**config.mk**
```make
export PLATFORM = sky130hd
export DESIGN_NAME = exact_fit_free_list_allocator_core
export DESIGN_NICKNAME = d
export VERILOG_FILES = /design/src/hw/rtl/effla_pkg.sv /design/src/hw/rtl/exact_fit_free_list_allocator_core.sv
export VERILOG_INCLUDE_DIRS = /design/src /design/src/hw/rtl
export SDC_FILE = /design/constraint.sdc
export NUM_CORES = 2
export LEC_CHECK = 0
export BUFFER_PORTS_ARGS = -buffer_cell sky130_fd_sc_hd__buf_2
export CORE_MARGIN = 5
export CORE_UTILIZATION = 32
export DETAILED_ROUTE_END_ITERATION = 16
export GPL_ROUTABILITY_DRIVEN = 0
export SYNTH_ARGS = -nofsm -noshare
export SYNTH_HDL_FRONTEND = slang
export SYNTH_SLANG_ARGS = --single-unit
```
**constraint.sdc**
```tcl
create_clock -name clk_i -period 9.4 [get_ports clk_i]
set_input_delay 2.35 -clock clk_i [delete_from_list [all_inputs] [get_ports clk_i]]
set_output_delay 2.35 -clock clk_i [all_outputs]
set_load 0.02 [all_outputs]
```
**src/hw/rtl/exact_fit_free_list_allocator_core_defines.svh**
```systemverilog
// Assertion macros, clocked on clk_i and disabled while rst_ni is low.
`ifndef EXACT_FIT_FREE_LIST_ALLOCATOR_CORE_DEFINES_SVH
`define EXACT_FIT_FREE_LIST_ALLOCATOR_CORE_DEFINES_SVH

// Same-cycle implication.
`define EFFLA_ASSERT_IMP(lbl, ante, cons, msg) \
  lbl: assert property (@(posedge clk_i) disable iff (!rst_ni) (ante) |-> (cons)) \
    else $error(msg);

// Next-cycle implication.
`define EFFLA_ASSERT_NXT(lbl, ante, cons, msg) \
  lbl: assert property (@(posedge clk_i) disable iff (!rst_ni) (ante) |=> (cons)) \
    else $error(msg);

`endif

```
**src/hw/rtl/effla_pkg.sv**
```systemverilog
`default_nettype none

package effla_pkg;

  localparam int unsigned FREE_SLOTS = 16;
  localparam int unsigned IDX_W      = (FREE_SLOTS > 1) ? $clog2(FREE_SLOTS) : 1;
  localparam int unsigned CNT_W      = $clog2(FREE_SLOTS + 1);

  localparam int unsigned ADDR_W = 32;
  localparam int unsigned SIZE_W = 24;
  localparam int unsigned UNIT_W = 23;

  localparam logic KIND_ALLOC = 1'b0;
  localparam logic KIND_FREE  = 1'b1;

  localparam logic [1:0] STATUS_OK        = 2'd0;
  localparam logic [1:0] STATUS_EXHAUSTED = 2'd1;
  localparam logic [1:0] STATUS_FULL      = 2'd2;

  localparam logic CFG_HEAP_BASE = 1'b0;
  localparam logic CFG_HEAP_END  = 1'b1;

  typedef struct packed {
    logic [ADDR_W-1:0] addr;
    logic [UNIT_W-1:0] units;
  } entry_t;

endpackage

`default_nettype wire

```
**src/hw/rtl/exact_fit_free_list_allocator_core.sv**
```systemverilog
// Channel   Dir  Handshake                     Payload
// s_axis    in   s_axis_tvalid/s_axis_tready   tdata {free_addr, req_size}, tuser kind
// m_axis    out  m_axis_tvalid/m_axis_tready   tdata block_addr, tuser {from_table, status}
// cfg       in   cfg_valid_i/cfg_ready_o       cfg_index_i, cfg_data_i
//
// One word at a time. A free goes straight to the done state. An allocate scans the
// table entries newest first (one per cycle through the registered table RAM read),
// then moves the entries above a hit down to close the gap (one per cycle), or bumps.
// Reset empties the free table and sets the bump pointer to zero; no clearing pass.
// A finished word waits in the output register; a new word is taken meanwhile.
// Config writes are taken only while idle with no input word offered.
`default_nettype none

module exact_fit_free_list_allocator_core (
  input  wire logic        clk_i,
  input  wire logic        rst_ni,
  input  wire logic        s_axis_tvalid,
  output logic             s_axis_tready,
  input  wire logic [55:0] s_axis_tdata,   // req_size[23:0], free_addr[55:24]
  input  wire logic        s_axis_tuser,   // kind
  output logic             m_axis_tvalid,
  input  wire logic        m_axis_tready,
  output logic [31:0]      m_axis_tdata,   // block_addr
  output logic [2:0]       m_axis_tuser,   // status[1:0], from_table[2]
  input  wire logic        cfg_valid_i,
  output logic             cfg_ready_o,
  input  wire logic        cfg_index_i,
  input  wire logic [31:0] cfg_data_i
);

  `include "exact_fit_free_list_allocator_core_defines.svh"

  localparam int unsigned IdxW = effla_pkg::IDX_W;
  localparam int unsigned CntW = effla_pkg::CNT_W;

  typedef enum logic [2:0] {
    ST_IDLE,
    ST_SEARCH,
    ST_COMPACT,
    ST_BUMP,
    ST_DONE
  } state_e;

  state_e state_q;

  logic [CntW-1:0] count_q;
  logic [IdxW-1:0] idx_q;
  logic [effla_pkg::UNIT_W-1:0] units_q;
  logic [31:0] bump_q;
  logic [31:0] heap_end_q;
  logic [31:0] res_addr_q;
  logic [1:0]  res_status_q;
  logic        res_reuse_q;
  logic        out_valid_q;
  logic [31:0] out_addr_q;
  logic [1:0]  out_status_q;
  logic        out_reuse_q;

  effla_pkg::entry_t mem_q [effla_pkg::FREE_SLOTS];
  effla_pkg::entry_t rd_data_q;

  logic              rd_en;
  logic [IdxW-1:0]   rd_addr;
  logic              wr_en;
  logic [IdxW-1:0]   wr_addr;
  effla_pkg::entry_t wr_data;

  logic in_acc;
  logic cfg_acc;
  logic out_load;
  logic [24:0] size_sum;
  logic [effla_pkg::UNIT_W-1:0] units_in;
  logic [31:0] in_addr;
  logic hit;
  logic srch_more;
  logic cmp_more;
  logic not_full;
  logic [32:0] bump_next;
  logic bump_fail;

  assign s_axis_tready = (state_q == ST_IDLE);
  assign in_acc        = s_axis_tvalid && s_axis_tready;
  assign cfg_ready_o   = (state_q == ST_IDLE) && !s_axis_tvalid;
  assign cfg_acc       = cfg_valid_i && cfg_ready_o;
  assign out_load      = (state_q == ST_DONE) && (!out_valid_q || m_axis_tready);

  assign size_sum  = {1'b0, s_axis_tdata[23:0]} + 25'd3;
  assign units_in  = size_sum[24:2];
  assign in_addr   = s_axis_tdata[55:24];
  assign not_full  = ({1'b0, count_q} < (CntW+1)'(effla_pkg::FREE_SLOTS));
  assign hit       = (rd_data_q.units == units_q);
  assign srch_more = ((CntW+1)'(idx_q) + (CntW+1)'(1)) < (CntW+1)'(count_q);
  assign cmp_more  = ((CntW+1)'(idx_q) + (CntW+1)'(2)) < (CntW+1)'(count_q);
  assign bump_next = {1'b0, bump_q} + {8'd0, units_q, 2'b00};
  assign bump_fail = (bump_next > {1'b0, heap_end_q});

  always_comb begin
    rd_en   = 1'b0;
    rd_addr = '0;
    wr_en   = 1'b0;
    wr_addr = '0;
    wr_data = '0;
    case (state_q)
      ST_IDLE: begin
        if (in_acc) begin
          if (s_axis_tuser == effla_pkg::KIND_FREE) begin
            if (not_full) begin
              wr_en   = 1'b1;
              wr_addr = IdxW'(count_q);
              wr_data = '{addr: in_addr, units: units_in};
            end
          end else if (count_q != '0) begin
            rd_en   = 1'b1;
            rd_addr = IdxW'(count_q - CntW'(1));
          end
        end
      end
      ST_SEARCH: begin
        if (hit) begin
          if (srch_more) begin
            rd_en   = 1'b1;
            rd_addr = idx_q + IdxW'(1);
          end
        end else if (idx_q != '0) begin
          rd_en   = 1'b1;
          rd_addr = idx_q - IdxW'(1);
        end
      end
      ST_COMPACT: begin
        wr_en   = 1'b1;
        wr_addr = idx_q;
        wr_data = rd_data_q;
        if (cmp_more) begin
          rd_en   = 1'b1;
          rd_addr = idx_q + IdxW'(2);
        end
      end
      default: begin
      end
    endcase
  end

  always_ff @(posedge clk_i) begin
    if (wr_en) begin
      mem_q[wr_addr] <= wr_data;
    end
    if (rd_en) begin
      rd_data_q <= mem_q[rd_addr];
    end
  end

  always_ff @(posedge clk_i or negedge rst_ni) begin
    if (!rst_ni) begin
      state_q      <= ST_IDLE;
      count_q      <= '0;
      idx_q        <= '0;
      units_q      <= '0;
      bump_q       <= '0;
      heap_end_q   <= '1;
      res_addr_q   <= '0;
      res_status_q <= effla_pkg::STATUS_OK;
      res_reuse_q  <= 1'b0;
      out_valid_q  <= 1'b0;
      out_addr_q   <= '0;
      out_status_q <= effla_pkg::STATUS_OK;
      out_reuse_q  <= 1'b0;
    end else begin
      if (out_load) begin
        out_valid_q <= 1'b1;
      end else if (m_axis_tready) begin
        out_valid_q <= 1'b0;
      end
      case (state_q)
        ST_IDLE: begin
          if (in_acc) begin
            units_q     <= units_in;
            res_addr_q  <= '0;
            res_reuse_q <= 1'b0;
            if (s_axis_tuser == effla_pkg::KIND_FREE) begin
              if (not_full) begin
                count_q      <= count_q + CntW'(1);
                res_status_q <= effla_pkg::STATUS_OK;
              end else begin
                res_status_q <= effla_pkg::STATUS_FULL;
              end
              state_q <= ST_DONE;
            end else if (count_q != '0) begin
              idx_q   <= IdxW'(count_q - CntW'(1));
              state_q <= ST_SEARCH;
            end else begin
              state_q <= ST_BUMP;
            end
          end
        end
        ST_SEARCH: begin
          if (hit) begin
            res_addr_q   <= rd_data_q.addr;
            res_reuse_q  <= 1'b1;
            res_status_q <= effla_pkg::STATUS_OK;
            if (srch_more) begin
              state_q <= ST_COMPACT;
            end else begin
              count_q <= count_q - CntW'(1);
              state_q <= ST_DONE;
            end
          end else if (idx_q == '0) begin
            state_q <= ST_BUMP;
          end else begin
            idx_q <= idx_q - IdxW'(1);
          end
        end
        ST_COMPACT: begin
          if (cmp_more) begin
            idx_q <= idx_q + IdxW'(1);
          end else begin
            count_q <= count_q - CntW'(1);
            state_q <= ST_DONE;
          end
        end
        ST_BUMP: begin
          res_reuse_q <= 1'b0;
          if (bump_fail) begin
            res_addr_q   <= '0;
            res_status_q <= effla_pkg::STATUS_EXHAUSTED;
          end else begin
            res_addr_q   <= bump_q;
            res_status_q <= effla_pkg::STATUS_OK;
            bump_q       <= bump_next[31:0];
          end
          state_q <= ST_DONE;
        end
        ST_DONE: begin
          if (out_load) begin
            out_addr_q   <= res_addr_q;
            out_status_q <= res_status_q;
            out_reuse_q  <= res_reuse_q;
            state_q      <= ST_IDLE;
          end
        end
        default: begin
          state_q <= ST_IDLE;
        end
      endcase
      if (cfg_acc) begin
        case (cfg_index_i)
          effla_pkg::CFG_HEAP_BASE: begin
            bump_q <= cfg_data_i;
          end
          effla_pkg::CFG_HEAP_END: begin
            heap_end_q <= cfg_data_i;
          end
          default: begin
          end
        endcase
      end
    end
  end

  assign m_axis_tvalid = out_valid_q;
  assign m_axis_tdata  = out_addr_q;
  assign m_axis_tuser  = {out_reuse_q, out_status_q};

  `EFFLA_ASSERT_IMP(a_count_bound, 1'b1,
                    {1'b0, count_q} <= (CntW+1)'(effla_pkg::FREE_SLOTS),
                    "free count above table size")

  `EFFLA_ASSERT_IMP(a_idx_in_table, state_q == ST_SEARCH || state_q == ST_COMPACT,
                    (CntW+1)'(idx_q) < (CntW+1)'(count_q),
                    "table index outside live entries")

  `EFFLA_ASSERT_NXT(a_free_push, in_acc && s_axis_tuser == effla_pkg::KIND_FREE && not_full,
                    count_q == CntW'($past(count_q) + CntW'(1)),
                    "accepted free did not grow the table")

  `EFFLA_ASSERT_IMP(a_reuse_ok, m_axis_tvalid && m_axis_tuser[2],
                    m_axis_tuser[1:0] == effla_pkg::STATUS_OK,
                    "reused block reported with error status")

endmodule

`default_nettype wire
```
# Yosys cells after proc, flatten, opt, wreduce, memory -nomap -nowiden
# Memories as Yosys holds them, arrays and structs flattened. A register that Yosys moved wholly into a read port is not among the register bits.
# Index checks and enable logic that the tools add are counted.
[totals]
ff_bits = 170
mem_bits_rw = 880
input_bits = 95
out_inout_bits = 38
n_memories = 1
[op_classes]
n_addsub = 9
magnitude_cmp = 4
eq_ne = 18
muxes = 72
reduce_logical = 22
[memory_table]
columns = ["name", "depth", "width", "read_ports", "rd_clocked_by_memory_dff", "write_ports", "line_no", "source"]
rows = [
  ["mem_q", 16, 55, 1, 1, 1, "exact_fit_free_list_allocator_core.sv:59", "effla_pkg::entry_t mem_q [effla_pkg::FREE_SLOTS];"],
]
[op_table]
columns = ["operator", "n"]
rows = [
  ["$mux W32", 7],
  ["$mux W55", 3],
  ["$pmux W55 S2", 1],
  ["$pmux W32 S3", 1],
  ["$mux W4", 16],
  ["$add A32 B25 Y33", 1],
  ["$gt A33 B32 Y1", 1],
  ["$mux W5", 6],
  ["$add A24 B2 Y25 const B", 1],
  ["$pmux W4 S3", 2],
  ["$eq A23 B23 Y1", 1],
  ["$mux W3", 7],
  ["$mux W1", 17],
  ["$ne A2 B2 Y1 const B", 8],
  ["$pmux W3 S5", 1],
  ["$pmux W5 S3", 1],
  ["$reduce_and A7 Y1", 2],
  ["$lt A5 B5 Y1", 2],
  ["$mux W2", 5],
  ["$ne A2 B1 Y1 const B", 4],
  ["$pmux W4 S2", 1],
  ["$reduce_and A4 Y1", 2],
  ["$eq A3 B2 Y1 const B", 2],
  ["$pmux W1 S3", 2],
  ["other kinds (24)", 31],
]

# Logic depth before layout (Yosys ltp)
[depth]
ltp_word = 7
depth_mapped = 23
mapped_depth_nobuf = 20

# Worst setup path before layout
# Ideal clock, no wire load.
[synth_timing]
path_type = "input-to-reg"
from = "input port s_axis_tvalid"
to = "memory mem_q[7][0] in the netlist's numbering (enable)"
setup_time_ns = 0.468
arrival_time_ns = 5.641
required_time_ns = 8.932
path_slack_ns = 3.291
cell_stages = 7
n_path_buf = 1
path_cell_list = "and2_1 > and3_1 > clkbuf_1 > nand2_1 > o22ai_1 > a2bb2oi_1 > nor2_1"
[synth_between]
elab_chain_cells = 5
[synth_rtl]
columns = ["item", "line_no", "source"]
rows = [
  ["from (decl)", "exact_fit_free_list_allocator_core.sv:17", "input wire logic s_axis_tvalid,"],
  ["$logic_and A1 B1 Y1 *", "exact_fit_free_list_allocator_core.sv:82", "assign in_acc = s_axis_tvalid && s_axis_tready;"],
  ["$mux W1", "exact_fit_free_list_allocator_core.sv:105", "if (in_acc) begin"],
  ["$pmux W1 S2", "exact_fit_free_list_allocator_core.sv:103", "case (state_q)"],
  ["$mux W1", "exact_fit_free_list_allocator_core.sv:144", "if (wr_en) begin"],
  ["$mux W1 (not written as such)", "exact_fit_free_list_allocator_core.sv:145", "mem_q[wr_addr] <= wr_data;"],
  ["to (decl)", "exact_fit_free_list_allocator_core.sv:59", ""],
]
# Every way passes the cells marked *; elsewhere a longest branch is shown, timed or not.

# Final worst setup path
[layout_timing]
from = "register units_q[0] in the netlist's numbering"
to = "register bump_q[2]"
[layout_between]
elab_chain_cells = 6
[layout_rtl]
columns = ["item", "line_no", "source"]
rows = [
  ["from (decl)", "exact_fit_free_list_allocator_core.sv:48", "logic [effla_pkg::UNIT_W-1:0] units_q;"],
  ["from (signal assigned)", "exact_fit_free_list_allocator_core.sv:176", "units_q <= units_in;"],
  ["$add A32 B25 Y33 *", "exact_fit_free_list_allocator_core.sv:94", "assign bump_next = {1'b0, bump_q} + {8'd0, units_q, 2'b00};"],
  ["$gt A33 B32 Y1", "exact_fit_free_list_allocator_core.sv:95", "assign bump_fail = (bump_next > {1'b0, heap_end_q});"],
  ["$mux W32 *", "exact_fit_free_list_allocator_core.sv:222", "if (bump_fail) begin"],
  ["$mux W32 *", "exact_fit_free_list_allocator_core.sv:173", "case (state_q)"],
  ["$mux W32", "exact_fit_free_list_allocator_core.sv:245", "case (cfg_index_i)"],
  ["$mux W32 *", "exact_fit_free_list_allocator_core.sv:244", "if (cfg_acc) begin"],
  ["to (signal assigned)", "exact_fit_free_list_allocator_core.sv:228", "bump_q <= bump_next[31:0];"],
  ["to (signal assigned)", "exact_fit_free_list_allocator_core.sv:247", "bump_q <= cfg_data_i;"],
  ["to (decl)", "exact_fit_free_list_allocator_core.sv:49", "logic [31:0] bump_q;"],
]
# Marks and branches as above.
# A chain may end at the register's enable or synchronous reset.

==> impl_metrics.tcl <==
set metrics [dict create \
    status "complete, no violations" \
    synthMuxAreaShare_pct 6.718 \
    syn_nets 3535 \
    drive_gt1_share_pct 14.98 \
    vias 29820 \
    finClkSkew_ns 0.04315 \
    power_switching_w 0.006486 \
    detail-route-antenna-nets 0 \
    p_int_w 0.01143 \
    cts_tree "yes" \
    crit_arrival_ns 7.38 \
    initial_core_util_pct 32.18 \
    power_leakage_nw 20.51 \
    synth_area_mm2 0.04684 \
    fin_crit_ns 6.845 \
    drt-pass1-iter-count 5 \
    clock_power_share_pct 25.8 \
    clock_tree.htree_level_count 3 \
    grt_util_met3_pct 3.045 \
    fmax_mhz 146.1 \
    via_per_inst 5.436 \
    grtUsageMet2_pct 27.06 \
    seq_power_share_pct 39.6 \
    placed_cell_area_mm2 0.04978 \
    cts_setup_buffers 0 \
    port_buffers 132 \
    final_cell_mix "935 x edfxtp_1, 307 x o21ai_0, 260 x a21oi_1" \
    regToRegSetupSlack_ns 2.56 \
    placementRows 140 \
    postSynthCellCount 3367 \
    power_density_mw_per_mm2 333.9 \
    finalMaxSlewViolations 0 \
    wl_um 133900 \
    grt_pass1_vias 28490 \
    post-route-cell-area_mm2 0.05365 \
    whs_ns 0.4814 \
    die_y_um 392.6 \
    power_w 0.01792 \
    numCtsBuffers 113 \
    grt_max_degree 144 \
    overflow 0 \
    min_period_over_period_pct 72.82 \
    path_clk_slew_ns 0.07 \
    tightest_slew_ns 1.179 \
    yosys.area_share.simple_pct 7.193 \
    synth-edff-count 935 \
    insertion_delay_ns 0.71 \
    cts.repair.resized 0 \
    synth_compound_gate_area_share_pct 10.70 \
    die_width_um 392.6 \
    setup-violations-final 0 \
    wire_per_inst_um 24.41 \
    cts_root_buf "clkbuf_16" \
    ys_seq_elements 1105 \
    syn_avg_cell_area_um2 13.91 \
    ir_worst_vdd_mv 0.2660 \
    synth.distinct_cells 82 \
    synth_ff_type "edfxtp_1" \
    finalHoldViolCount 0 \
    core-area_mm2 0.1456 \
    synthToLayoutAreaGrowth_pct 14.54 \
    grtUsageMet1_pct 23.72 \
    grt_pass1_wl_um 195100 \
    cap_violations 0 \
    endpoint_kind "flop" \
    io_pins 133 \
    swShare_pct 36.20 \
    hold_path_class "reg2reg" \
    die-area_mm2 0.1541 \
    yosys.area_share.adder_pct 1.966 \
    synth_seq_area_share_pct 69.11 \
    grt_antenna_before_repair 11 \
    drc 0 \
    hold_buffers 0 \
    grt.total_usage_pct 16.92 \
    cts.sinks 1105 \
    rsz0062_at_grt "false" \
    relSlewSlack_pct 20.90 \
    synth-warning-count 0 \
    synth_top_family_by_area "compound AO/OA/AOI/OAI gates" \
    cp_max_fo 57 \
    cts_buffer_depth 3 \
    worstSetupStartpointType "flop" \
    synth_xor_xnor_area_share_pct 1.571 \
    criticalPathCategory "reg2reg" \
    synthArstFlopShare_pct 15.38 \
    grt-busiest-layer "met2" \
    drt_iter0_markers 3037 \
    tns_ns 0 \
    hpwl_um 76200 \
    power_frac_comb_pct 34.6 \
    final_nets 3637 \
    cp_data_required_time_ns 9.93 \
    layout_commonest_cell "edfxtp_1" \
]
==> cell families (layout without fill, tap and decap cells) <==
family | count (synthesis) | after routing
XOR/XNOR | 84 | 84
AO/OA/AOI/OAI | 848 | 848
adder cells (fa/ha/maj) | 73 | 73
buffers and inverters | 303 | 500
other | 0 | 5
multiplexers | 306 | 306
flip-flops | 1105 | 1105
AND/OR/NAND/NOR | 648 | 648
==> final timing paths <==
kind	start	endpoint	cells after the start
hold reg to reg	heap_end_q[25]	heap_end_q[25]	2
hold / removal	heap_end_q[25]	heap_end_q[25]	2
max in group asynchronous	rst_ni	m_axis_tdata[12]	2
setup / recovery	units_q[0]	bump_q[2]	21
setup reg to reg	units_q[0]	bump_q[2]	21
min in group asynchronous	rst_ni	count_q[1]	1
==> power by group through the flow <==
stage / sequential, W / combinational (W) / clock, W
finish: 0.00710 / 0.00620 / 0.00462
global placement: 0.00717 / 0.00610 / 0
detailed placement: 0.00717 / 0.00618 / 0
CTS: 0.00708 / 0.00621 / 0.00469
floorplan: 0.00685 / 0.00437 / 0
global route: 0.00714 / 0.00680 / 0.00490
==> synth_stat cells (13+ instances only) <==
master    count  share of area [%]
a21o_1       24               0.38
a21oi_1     260                2.8
a222oi_1     32               0.68
a22o_1       33               0.62
and3_1       14               0.19
buf_1        17               0.14
buf_2        48               0.51
clkbuf_1    145                1.2
dfrtp_1     138                7.4
dfstp_2      32                1.8
edfxtp_1    935                 60
ha_1         72                1.9
inv_1        84               0.67
mux2_2       67                1.6
mux2i_1     239                5.1
nand2_1     122               0.98
nand3_1     247                2.6
nand4_1      13               0.17
nor2_1       66               0.53
nor3_1       17               0.18
o21ai_0     308                3.3
o22ai_1     114                1.5
or3_1        60               0.80
or4_1        57               0.91
xnor2_1      42               0.79
xor2_1       42               0.79
==> layout make-up <==
type / count / area (µm²)
Sequential cell: 1105 / 32370
Inverter: 84 / 315.3
Tap cell: 1917 / 2399
Clock buffer: 136 / 2995
Fill cell: 13630 / 91910
Antenna cell: 5 / 12.51
Timing Repair Buffer: 206 / 1250
Multi-Input combinational cell: 1959 / 13450
Clock inverter: 74 / 862.1
==> flip-flops by register name (all words and copies together), names as in the netlist <==
name           flops
m_axis_tvalid      1
bump_q            32
units_q           23
idx_q              4
out_status_q       2
out_reuse_q        1
state_q            3
count_q            5
res_addr_q        32
mem_q            880
rd_data_q         55
m_axis_tdata      32
res_status_q       2
res_reuse_q        1
heap_end_q        32
==> worst max-delay path, stage by stage, from the launching register on <==
cell and delay, ns:
dfrtp_1 0.44, ha_1 0.27, fa_1 0.41, a21oi_1 0.16
o21bai_1 0.14, a31oi_1 0.32, nand3_1 0.16, and2_1 0.25
a311oi_1 0.94, nand2b_1 0.25, xnor2_1 0.15, ha_1 0.27
a21o_1 0.16, a21o_1 0.17, a21o_1 0.17, a2111oi_0 0.58
o311ai_0 0.25, a21oi_1 0.40, o21a_2 0.20, buf_4 0.61
mux2i_1 0.26, o21ai_0 0.09
==> routing by layer <==
metal / routed length (µm) / share of wire (%) / up-vias
met5: 13 / 0.0097 / -
met1: 56300 / 42 / 15010
met2: 61750 / 46 / 1375
met3: 11870 / 8.9 / 208
met4: 3986 / 3.0 / 2
li1: - / - / 13230
==> per-stage QoR <==
| step | instances | util, % | worst slack (ns) |
|---|---|---|---|
| 6_report | 5486 | 36.86 | 2.555 |
| 5_1_grt | 5481 | 36.85 | 1.992 |
| 4_1_cts | 5481 | 36.85 | 2.542 |
| 3_5_place_dp | 5271 | 34.20 | 2.552 |
| 3_3_place_gp | 5271 | 34.20 | 2.627 |
| 2_1_floorplan | 3367 | - | 3.291 |
(Power assumes the default switching activity.)
